`config.mk`:
```
export PLATFORM = sky130hd
export DESIGN_NAME = cache_record_validator
export DESIGN_NICKNAME = d
export VERILOG_FILES = /design/src/hw/rtl/crv_pkg.sv /design/src/hw/rtl/crv_parse.sv /design/src/hw/rtl/cache_record_validator.sv
export VERILOG_INCLUDE_DIRS = /design/src /design/src/hw/rtl
export SDC_FILE = /design/constraint.sdc
export NUM_CORES = 2
export LEC_CHECK = 0
export BUFFER_PORTS_ARGS = -buffer_cell sky130_fd_sc_hd__buf_2
export CAP_MARGIN = 15
export CORE_MARGIN = 1.5
export CORE_UTILIZATION = 55
export CTS_CLUSTER_SIZE = 28
export DETAILED_ROUTE_END_ITERATION = 6
export PLACE_DENSITY = 0.71
export SLEW_MARGIN = 20
export SYNTH_ARGS = -nofsm -noshare
export SYNTH_HDL_FRONTEND = slang
export SYNTH_SLANG_ARGS = --single-unit
```
`constraint.sdc`:
```
create_clock -name i_clk -period 9.55 [get_ports i_clk]
set_input_delay 0 -clock i_clk [delete_from_list [all_inputs] [get_ports i_clk]]
set_output_delay 0 -clock i_clk [all_outputs]
set_load 0.05 [all_outputs]
```
`src/hw/rtl/cache_record_validator_macros.svh`:
```
// Assertion macros shared by the cache record validator RTL.
// Expects i_clk and i_rst_n in the scope of every module that uses them.
`ifndef CACHE_RECORD_VALIDATOR_MACROS_SVH
`define CACHE_RECORD_VALIDATOR_MACROS_SVH

// The consequent must hold in the same cycle as the antecedent.
`define CRV_ASSERT_NOW(label, ante, cons, msg) \
    label: assert property (@(posedge i_clk) disable iff (!i_rst_n) (ante) |-> (cons)) \
        else $error(msg);

// The consequent must hold in the cycle after the antecedent.
`define CRV_ASSERT_NEXT(label, ante, cons, msg) \
    label: assert property (@(posedge i_clk) disable iff (!i_rst_n) (ante) |=> (cons)) \
        else $error(msg);

`endif

```
`src/hw/rtl/crv_pkg.sv`:
```
// Types, constants and functions of the cache record validator.
// No dependencies; used by crv_parse and cache_record_validator.
package crv_pkg;

    localparam int OffW = 33;

    localparam logic [OffW-1:0] OffMax         = '1;
    localparam logic [OffW-1:0] MagicBytes     = 33'd8;
    localparam logic [OffW-1:0] OffFormatEnd   = 33'd11;
    localparam logic [OffW-1:0] OffHdrSizeEnd  = 33'd15;
    localparam logic [OffW-1:0] OffVendorEnd   = 33'd19;
    localparam logic [OffW-1:0] OffDeviceEnd   = 33'd23;
    localparam logic [OffW-1:0] OffDriverEnd   = 33'd27;
    localparam logic [OffW-1:0] OffBackendEnd  = 33'd31;
    localparam logic [OffW-1:0] OffUuidLoEnd   = 33'd39;
    localparam logic [OffW-1:0] OffUuidHiEnd   = 33'd47;
    localparam logic [OffW-1:0] OffManifestEnd = 33'd55;
    localparam logic [OffW-1:0] OffPayHashEnd  = 33'd63;
    localparam logic [OffW-1:0] OffPaySizeEnd  = 33'd67;
    localparam logic [OffW-1:0] HeaderBytes    = 33'd68;
    localparam logic [31:0]     HeaderSize     = 32'd68;

    typedef enum logic [3:0] {
        CfgVendor   = 4'd0,
        CfgDevice   = 4'd1,
        CfgDriver   = 4'd2,
        CfgBackend  = 4'd3,
        CfgUuidLow  = 4'd4,
        CfgUuidHigh = 4'd5,
        CfgManifest = 4'd6,
        CfgFormat   = 4'd7
    } t_cfg_reg;

    typedef enum logic [2:0] {
        RsOk       = 3'd0,
        RsTrunc    = 3'd1,
        RsMagic    = 3'd2,
        RsFormat   = 3'd3,
        RsIdentity = 3'd4,
        RsSize     = 3'd5,
        RsHash     = 3'd6
    } t_reason;

    typedef struct packed {
        logic [7:0] data_byte;
        logic       last_byte;
    } t_in;

    typedef struct packed {
        logic [7:0] payload_byte;
        logic       is_payload;
        logic       done_res;
        logic       accepted;
        logic [2:0] reject_reason;
    } t_out;

    typedef struct packed {
        logic [31:0] vendor_id;
        logic [31:0] device_id;
        logic [31:0] driver_version;
        logic [31:0] backend_version;
        logic [63:0] uuid_low;
        logic [63:0] uuid_high;
        logic [63:0] manifest_hash;
        logic [31:0] format_version;
    } t_cfg;

    // Everything the verdict needs about one byte, after its state update.
    typedef struct packed {
        logic [7:0]      data_byte;
        logic            is_payload;
        logic            last;
        logic            short_rec;
        logic            magic_bad;
        logic            format_bad;
        logic            identity_bad;
        logic [OffW-1:0] payload_len;
        logic [31:0]     declared_size;
        logic [63:0]     hash;
        logic [63:0]     declared_hash;
    } t_sum;

    function automatic logic [7:0] magic_byte(input logic [2:0] idx);
        logic [7:0] b;
        case (idx)
            3'd0:    b = 8'h4D;
            3'd1:    b = 8'h50;
            3'd2:    b = 8'h56;
            3'd3:    b = 8'h4B;
            3'd4:    b = 8'h50;
            3'd5:    b = 8'h31;
            3'd6:    b = 8'h33;
            default: b = 8'h00;
        endcase
        return b;
    endfunction

    // Multiplication by the FNV-64 prime, 2^40 + 2^8 + 0xB3, as shifts and adds.
    function automatic logic [63:0] fnv_mul(input logic [63:0] x);
        return (x << 40) + (x << 8) + (x << 7) + (x << 5) + (x << 4) + (x << 1) + x;
    endfunction

endpackage

```
`src/hw/rtl/crv_parse.sv`:
```
// Record state of the cache record validator: header parsing and payload hashing.
// Depends on crv_pkg and cache_record_validator_macros.svh.
`include "cache_record_validator_macros.svh"

module crv_parse #(
    parameter logic [63:0] HASH_SEED = 64'hCBF29CE484222325
) (
    input  logic          i_clk,
    input  logic          i_rst_n,
    input  logic          i_take,
    input  crv_pkg::t_in  i_in,
    input  crv_pkg::t_cfg i_cfg,
    output crv_pkg::t_sum o_sum
);

    logic [crv_pkg::OffW-1:0] r_offset, n_offset;
    logic [63:0]              r_shift, n_shift;
    logic [63:0]              r_hash, n_hash;
    logic                     r_magic_bad, n_magic_bad;
    logic                     r_format_bad, n_format_bad;
    logic                     r_identity_bad, n_identity_bad;
    logic [31:0]              r_dsize, n_dsize;
    logic [63:0]              r_dhash, n_dhash;
    logic [31:0]              w32;
    logic                     is_pl;

    always_comb begin
        n_shift        = {i_in.data_byte, r_shift[63:8]};
        w32            = n_shift[63:32];
        is_pl          = r_offset >= crv_pkg::HeaderBytes;
        n_magic_bad    = r_magic_bad;
        n_format_bad   = r_format_bad;
        n_identity_bad = r_identity_bad;
        n_dsize        = r_dsize;
        n_dhash        = r_dhash;
        if (r_offset < crv_pkg::MagicBytes) begin
            if (i_in.data_byte != crv_pkg::magic_byte(r_offset[2:0])) begin
                n_magic_bad = 1'b1;
            end
        end
        unique case (r_offset)
            crv_pkg::OffFormatEnd: begin
                if (w32 != i_cfg.format_version) n_format_bad = 1'b1;
            end
            crv_pkg::OffHdrSizeEnd: begin
                if (w32 != crv_pkg::HeaderSize) n_format_bad = 1'b1;
            end
            crv_pkg::OffVendorEnd: begin
                if (w32 != i_cfg.vendor_id) n_identity_bad = 1'b1;
            end
            crv_pkg::OffDeviceEnd: begin
                if (w32 != i_cfg.device_id) n_identity_bad = 1'b1;
            end
            crv_pkg::OffDriverEnd: begin
                if (w32 != i_cfg.driver_version) n_identity_bad = 1'b1;
            end
            crv_pkg::OffBackendEnd: begin
                if (w32 != i_cfg.backend_version) n_identity_bad = 1'b1;
            end
            crv_pkg::OffUuidLoEnd: begin
                if (n_shift != i_cfg.uuid_low) n_identity_bad = 1'b1;
            end
            crv_pkg::OffUuidHiEnd: begin
                if (n_shift != i_cfg.uuid_high) n_identity_bad = 1'b1;
            end
            crv_pkg::OffManifestEnd: begin
                if (n_shift != i_cfg.manifest_hash) n_identity_bad = 1'b1;
            end
            crv_pkg::OffPayHashEnd: begin
                n_dhash = n_shift;
            end
            crv_pkg::OffPaySizeEnd: begin
                n_dsize = w32;
            end
            default: begin
            end
        endcase
        n_hash   = is_pl ? crv_pkg::fnv_mul(r_hash ^ {56'd0, i_in.data_byte}) : r_hash;
        n_offset = (r_offset == crv_pkg::OffMax) ? r_offset
                                                 : r_offset + crv_pkg::OffW'(1);
    end

    always_comb begin
        o_sum.data_byte     = i_in.data_byte;
        o_sum.is_payload    = is_pl;
        o_sum.last          = i_in.last_byte;
        o_sum.short_rec     = r_offset < crv_pkg::OffPaySizeEnd;
        o_sum.magic_bad     = n_magic_bad;
        o_sum.format_bad    = n_format_bad;
        o_sum.identity_bad  = n_identity_bad;
        o_sum.payload_len   = r_offset - crv_pkg::OffPaySizeEnd;
        o_sum.declared_size = n_dsize;
        o_sum.hash          = n_hash;
        o_sum.declared_hash = n_dhash;
    end

    always_ff @(posedge i_clk) begin
        if (i_take) begin
            r_shift <= n_shift;
        end
    end

    always_ff @(posedge i_clk) begin
        if (!i_rst_n) begin
            r_offset       <= '0;
            r_hash         <= HASH_SEED;
            r_magic_bad    <= 1'b0;
            r_format_bad   <= 1'b0;
            r_identity_bad <= 1'b0;
            r_dsize        <= '0;
            r_dhash        <= '0;
        end else if (i_take) begin
            if (i_in.last_byte) begin
                r_offset       <= '0;
                r_hash         <= HASH_SEED;
                r_magic_bad    <= 1'b0;
                r_format_bad   <= 1'b0;
                r_identity_bad <= 1'b0;
                r_dsize        <= '0;
                r_dhash        <= '0;
            end else begin
                r_offset       <= n_offset;
                r_hash         <= n_hash;
                r_magic_bad    <= n_magic_bad;
                r_format_bad   <= n_format_bad;
                r_identity_bad <= n_identity_bad;
                r_dsize        <= n_dsize;
                r_dhash        <= n_dhash;
            end
        end
    end

    `CRV_ASSERT_NEXT(a_offset_restart, i_take && i_in.last_byte, r_offset == '0 && r_hash == HASH_SEED, "Record state not cleared after the last byte.")
    `CRV_ASSERT_NEXT(a_offset_step, i_take && !i_in.last_byte && (r_offset != crv_pkg::OffMax), r_offset == $past(r_offset) + crv_pkg::OffW'(1), "Byte offset did not advance by one.")
    `CRV_ASSERT_NEXT(a_magic_hold, i_take && !i_in.last_byte && r_magic_bad, r_magic_bad, "Magic failure lost within a file.")

endmodule

```
`src/hw/rtl/cache_record_validator.sv`:
```
// Top level of the cache record validator: configuration registers, verdict stage
// and output register. Depends on crv_pkg, crv_parse and cache_record_validator_macros.svh.
//
// The block checks a cache file that arrives one byte per transaction, passes
// every byte through and gives the verdict with the byte marked last. It takes
// one byte in every clock cycle while the output side does not stall; the limit
// is the FNV-1a step on the running hash, which is updated once per accepted
// byte. The edge that accepts a byte stores its parsed state; the verdict is
// registered in the output register once that register is free. Configuration
// writes are always taken and must only be made while no file is in flight.
`include "cache_record_validator_macros.svh"

module cache_record_validator #(
    parameter logic [63:0] HASH_SEED = 64'hCBF29CE484222325
) (
    input  logic          i_clk,
    input  logic          i_rst_n,
    input  logic          i_in_valid,
    output logic          o_in_ready,
    input  crv_pkg::t_in  i_in_data,
    output logic          o_out_valid,
    input  logic          i_out_ready,
    output crv_pkg::t_out o_out_data,
    input  logic          i_cfg_valid,
    output logic          o_cfg_ready,
    input  logic [3:0]    i_cfg_index,
    input  logic [63:0]   i_cfg_data
);

    crv_pkg::t_cfg r_cfg;
    crv_pkg::t_sum sum;
    crv_pkg::t_sum r_s1;
    logic          r_s1_valid;
    crv_pkg::t_out r_out, n_out;
    logic          r_o_valid;
    logic          s2_ready;
    logic          in_fire;

    assign o_cfg_ready = 1'b1;

    always_ff @(posedge i_clk) begin
        if (!i_rst_n) begin
            r_cfg <= '0;
        end else if (i_cfg_valid) begin
            unique case (i_cfg_index)
                crv_pkg::CfgVendor:   r_cfg.vendor_id       <= i_cfg_data[31:0];
                crv_pkg::CfgDevice:   r_cfg.device_id       <= i_cfg_data[31:0];
                crv_pkg::CfgDriver:   r_cfg.driver_version  <= i_cfg_data[31:0];
                crv_pkg::CfgBackend:  r_cfg.backend_version <= i_cfg_data[31:0];
                crv_pkg::CfgUuidLow:  r_cfg.uuid_low        <= i_cfg_data;
                crv_pkg::CfgUuidHigh: r_cfg.uuid_high       <= i_cfg_data;
                crv_pkg::CfgManifest: r_cfg.manifest_hash   <= i_cfg_data;
                crv_pkg::CfgFormat:   r_cfg.format_version  <= i_cfg_data[31:0];
                default: begin
                end
            endcase
        end
    end

    assign s2_ready   = !r_o_valid || i_out_ready;
    assign o_in_ready = !r_s1_valid || s2_ready;
    assign in_fire    = i_in_valid && o_in_ready;

    crv_parse #(
        .HASH_SEED (HASH_SEED)
    ) u_parse (
        .i_clk   (i_clk),
        .i_rst_n (i_rst_n),
        .i_take  (in_fire),
        .i_in    (i_in_data),
        .i_cfg   (r_cfg),
        .o_sum   (sum)
    );

    always_comb begin
        crv_pkg::t_reason reason;
        reason = crv_pkg::RsOk;
        if (r_s1.last) begin
            if (r_s1.short_rec) begin
                reason = crv_pkg::RsTrunc;
            end else if (r_s1.magic_bad) begin
                reason = crv_pkg::RsMagic;
            end else if (r_s1.format_bad) begin
                reason = crv_pkg::RsFormat;
            end else if (r_s1.identity_bad) begin
                reason = crv_pkg::RsIdentity;
            end else if (r_s1.payload_len != {1'b0, r_s1.declared_size}) begin
                reason = crv_pkg::RsSize;
            end else if (r_s1.hash != r_s1.declared_hash) begin
                reason = crv_pkg::RsHash;
            end
        end
        n_out.payload_byte  = r_s1.data_byte;
        n_out.is_payload    = r_s1.is_payload;
        n_out.done_res      = r_s1.last;
        n_out.accepted      = r_s1.last && (reason == crv_pkg::RsOk);
        n_out.reject_reason = reason;
    end

    always_ff @(posedge i_clk) begin
        if (in_fire) begin
            r_s1 <= sum;
        end
        if (s2_ready && r_s1_valid) begin
            r_out <= n_out;
        end
    end

    always_ff @(posedge i_clk) begin
        if (!i_rst_n) begin
            r_s1_valid <= 1'b0;
            r_o_valid  <= 1'b0;
        end else begin
            if (in_fire) begin
                r_s1_valid <= 1'b1;
            end else if (s2_ready) begin
                r_s1_valid <= 1'b0;
            end
            if (s2_ready) begin
                r_o_valid <= r_s1_valid;
            end
        end
    end

    assign o_out_valid = r_o_valid;
    assign o_out_data  = r_out;

    `CRV_ASSERT_NOW(a_accept_done, r_o_valid && r_out.accepted, r_out.done_res && (r_out.reject_reason == crv_pkg::RsOk), "Acceptance given without a clean verdict.")
    `CRV_ASSERT_NOW(a_no_verdict, r_o_valid && !r_out.done_res, !r_out.accepted && (r_out.reject_reason == crv_pkg::RsOk), "Verdict given on a byte that is not the last.")
    `CRV_ASSERT_NEXT(a_s1_held, r_s1_valid && !s2_ready, r_s1_valid, "Parsed transaction lost while the output stalled.")
    `CRV_ASSERT_NEXT(a_short_rec, r_s1_valid && s2_ready && r_s1.last && r_s1.short_rec, r_o_valid && (r_out.reject_reason == crv_pkg::RsTrunc), "Short file not reported as truncated.")

endmodule

```
==> key figures <==
Placed design
  • Gpl congestion: 0.934
  • Placed insts: 5923
  • Port bufs: 97
  • Detail Placement HPWL: 95300 um
  • Dpl cell area: 0.0480 mm^2
  • Dpl ws: 2.41 ns

Power
  • Max VDD drop: 0.146 mV
  • Leakage: 19.6 nW
  • Pwr Density: 173 mW/mm^2

Synth
  • Main flop type after synthesis: dfxtp_1
  • Post-synth top cells: nand2_1, dfxtp_1, inv_1
  • Avg Inst Size Synth: 9.46 um^2
  • Cell variety after synth: 82
  • Area leader, netlist: dfxtp_1
  • Synthesized area: 0.0470 mm^2
  • Top cell type's share of synthesized area: 23.4%
  • Most frequent cell after synthesis: nand2_1
  • Syn Inst Count: 4965
  • Syn Nets: 5399
  • Top cells by area, synth: dfxtp_1, edfxtp_1, fa_1
  • Post-synth EDFFs: 269
  • Register area share after synthesis: 40.6%
  • Asr flop ratio synth: 0%
  • Synth Register Bits: 819
  • Number of synthesis warnings: 0

Clock network
  • Clock Pin Slew Worst Setup and Hold Paths: 0.07 ns
  • CTS HTree Levels: 3
  • CTS tree: yes
  • CTS root buf: clkbuf_16
  • Cts hold-fix bufs: 77
  • Worst-Skew Late Latency: 0.66 ns
  • Post_cts resized: 0
  • Buffer count from post-CTS setup fixing: 0
  • Num CTS Buffers: 89
  • Clk sinks: 819
  • Max clock buf depth: 3

Detailed routing
  • DR iter-0 viols: 3185
  • # DRC: 0
  • Total number of vias: 35.9k
  • Drt via density: 5.83
  • Drt pass-1 iters: 5
  • Routed Wire Length: 139000 um
  • Drt wl/cell: 22.5 um
  • Antenna-violating nets left: 0

Global route
  • Initial antenna violation count: 0
  • Largest net degree at the start of global routing: 275
  • Aggregate global-route resource usage: 31.9%
  • Gr ovfl total: 0
  • Vias in the first global route: 34.5k
  • First-pass GRT wire length: 211000 um

Setup path
  • Critical Path AT: 7.56 ns
  • Critical Path Most Common Cell: ha_1
  • CP bufs+invs: 1
  • Setup crit end kind: flop
  • Slowest CP cell: xor2_1
  • Setup CP Type: flop to flop
  • Worst path top cell family by delay: compound AO/OA/AOI/OAI gates
  • CP required: 9.92 ns
  • FF-to-FF setup slack: 2.35 ns
  • Biggest cell delay along the critical path: 0.67 ns
  • Worst-path maximum fanout: 6
  • Startpoint types: flop
  • Cells along the critical path: xor2_1, ha_1, xnor2_1, fa_1, inv_1, ha_1, ha_1, ha_1, fa_1, a211o_1, a211o_1, a31o_2, nor2_1, o31ai_1, a31oi_1, o21ai_0, a21boi_0, o21ai_0, a221oi_1, xor2_1, o21ai_0

Cells and area
  • Register Area: 0.0191 mm^2
  • Final instance area: 0.0519 mm^2
  • Final Non-Filler Cells: 6166
  • Share of layout cells above drive strength 1: 8.74%
  • Antenna cell count: 0
  • Synthesis-to-finish area growth: 10.4%
  • Multi-input logic area: 0.0251 mm^2
  • Nets: 5381
  • FILL cells: 7158

STA
  • Final setup fails: 0
  • Slew Limit Headroom: 23.4%
  • Final min period: 7.20 ns
  • Max-slew violation count: 0
  • TNS Setup: 0 ns
  • RSZ-0062 raised after global routing: false
  • Final Hold Viols: 0
  • Setup Skew: 0.0208 ns
  • Max frequency: 139 MHz
  • Worst Tran Pin Value: 1.15 ns
  • Final Cycle Share: 75.4%
  • PnR worst setup slack: 2.35 ns

Die
  • Die area: 0.0872 mm^2
  • Initial cell density of the core: 55.4%
  • Height of the chip: 295 um
  • Die width: 295 um
  • Core Rows: 107
  • # IOs: 99
  • Core ar.: 0.0849 mm^2

Run status
  • Status: completed

Run
  • Max Cap Viol: 0

Min path
  • Class of the worst hold path: input port to flop
-- worst paths after layout --
check / from / to / cells past startpoint
hold / removal: i_cfg_index[1] / r_cfg[269]$_SDFFE_PN0P_ / 5
setup / recovery: u_parse.r_hash[0]$_SDFFE_PN1P_ / r_s1[125]$_DFFE_PP_ / 21
hold reg to reg: n_out[5]$_DFFE_PP_ / o_out_data[5]$_DFFE_PP_ / 0
setup reg to reg: u_parse.r_hash[0]$_SDFFE_PN1P_ / r_s1[125]$_DFFE_PP_ / 21
-- cell type report --
type,instances,area share [%]
Tap cell,1144,2.76
Clock inverter,46,1.10
Clock buffer,120,4.75
Sequential cell,819,36.8
Multi-Input combinational cell,3405,48.3
Inverter,396,2.88
Timing Repair Buffer,236,3.39
-- metal layers --
metal	global-route usage [%]	wire length, um	share of wire, %	vias to the layer above
met5	0	0	0	-
met2	51.4	64400	46	1320
met1	43.0	58000	42	17600
li1	-	-	-	16700
met3	4.06	9870	7.1	277
met4	14.1	6280	4.5	0
-- power breakdown --
group | internal (mW) | total [mW] | leakage (nW) | switching [mW]
sequential | 3.66 | 3.74 | 6.97 | 0.0750
clock | 2.08 | 3.58 | 1.47 | 1.50
combinational | 0.640 | 1.65 | 11.2 | 1.01
total | 6.38 | 8.97 | 19.6 | 2.59
-- cells by family (layout without fill, tap and decap cells) --
| family | Yosys count | after routing | synth area share, % |
|---|---|---|---|
| AND/OR/NAND/NOR | 1503 | 1503 | 14.5 |
| AO/OA/AOI/OAI | 1087 | 1087 | 16.2 |
| flip-flops | 819 | 819 | 40.6 |
| buffers and inverters | 741 | 798 | 6.27 |
| adder cells (fa/ha/maj) | 356 | 356 | 13.3 |
| XOR/XNOR | 335 | 335 | 6.24 |
| multiplexers | 123 | 123 | 2.87 |
| other | 1 | 1 | 0.00798 |
-- cell usage in the layout (no fill, tap or decap), drive strengths merged, types with 120 or more instances in the layout --
cell type | synthesis | layout
fa | 240 | 240
o21ai | 136 | 136
a22oi | 206 | 206
xor2 | 180 | 180
clkbuf | 267 | 120
inv | 395 | 400
edfxtp | 269 | 269
a21boi | 358 | 358
a21oi | 141 | 141
dfxtp | 550 | 550
nand2 | 904 | 904
nor2b | 146 | 146
xnor2 | 155 | 155
nor2 | 158 | 158
buf | 78 | 159
-- worst register-to-register path, stage by stage, from the launching register on --
cell      delay, ns
dfxtp_1        0.40
xor2_1         0.67
ha_1           0.46
xnor2_1        0.19
fa_1           0.51
inv_1          0.04
ha_1           0.28
ha_1           0.30
ha_1           0.24
fa_1           0.45
a211o_1        0.33
a211o_1        0.34
a31o_2         0.28
nor2_1         0.14
o31ai_1        0.18
a31oi_1        0.41
o21ai_0        0.34
a21boi_0       0.45
o21ai_0        0.23
a221oi_1       0.34
xor2_1         0.23
o21ai_0        0.11
-- flip-flops by register name, summed over array words and instances (netlist names), 10 cells and up --
| register | count |
|---|---|
| n_out | 10 |
| o_out_data | 14 |
| r_cfg | 352 |
| r_s1 | 197 |
| u_parse.r_dhash | 64 |
| u_parse.r_dsize | 32 |
| u_parse.r_hash | 64 |
| u_parse.r_offset | 33 |
| u_parse.r_shift | 48 |
-- stage by stage --
stage                     utilization [%]  total power, mW  hold slack [ns]
final                                61.1             8.97            0.163
after global routing                 61.1             9.32            0.181
after CTS                            61.1             8.98            0.128
after detailed placement             56.6             5.40            0.268
after global placement               56.6             5.40            0.263
after floorplan                         -             4.97           0.0989
(Power assumes the default switching activity.)
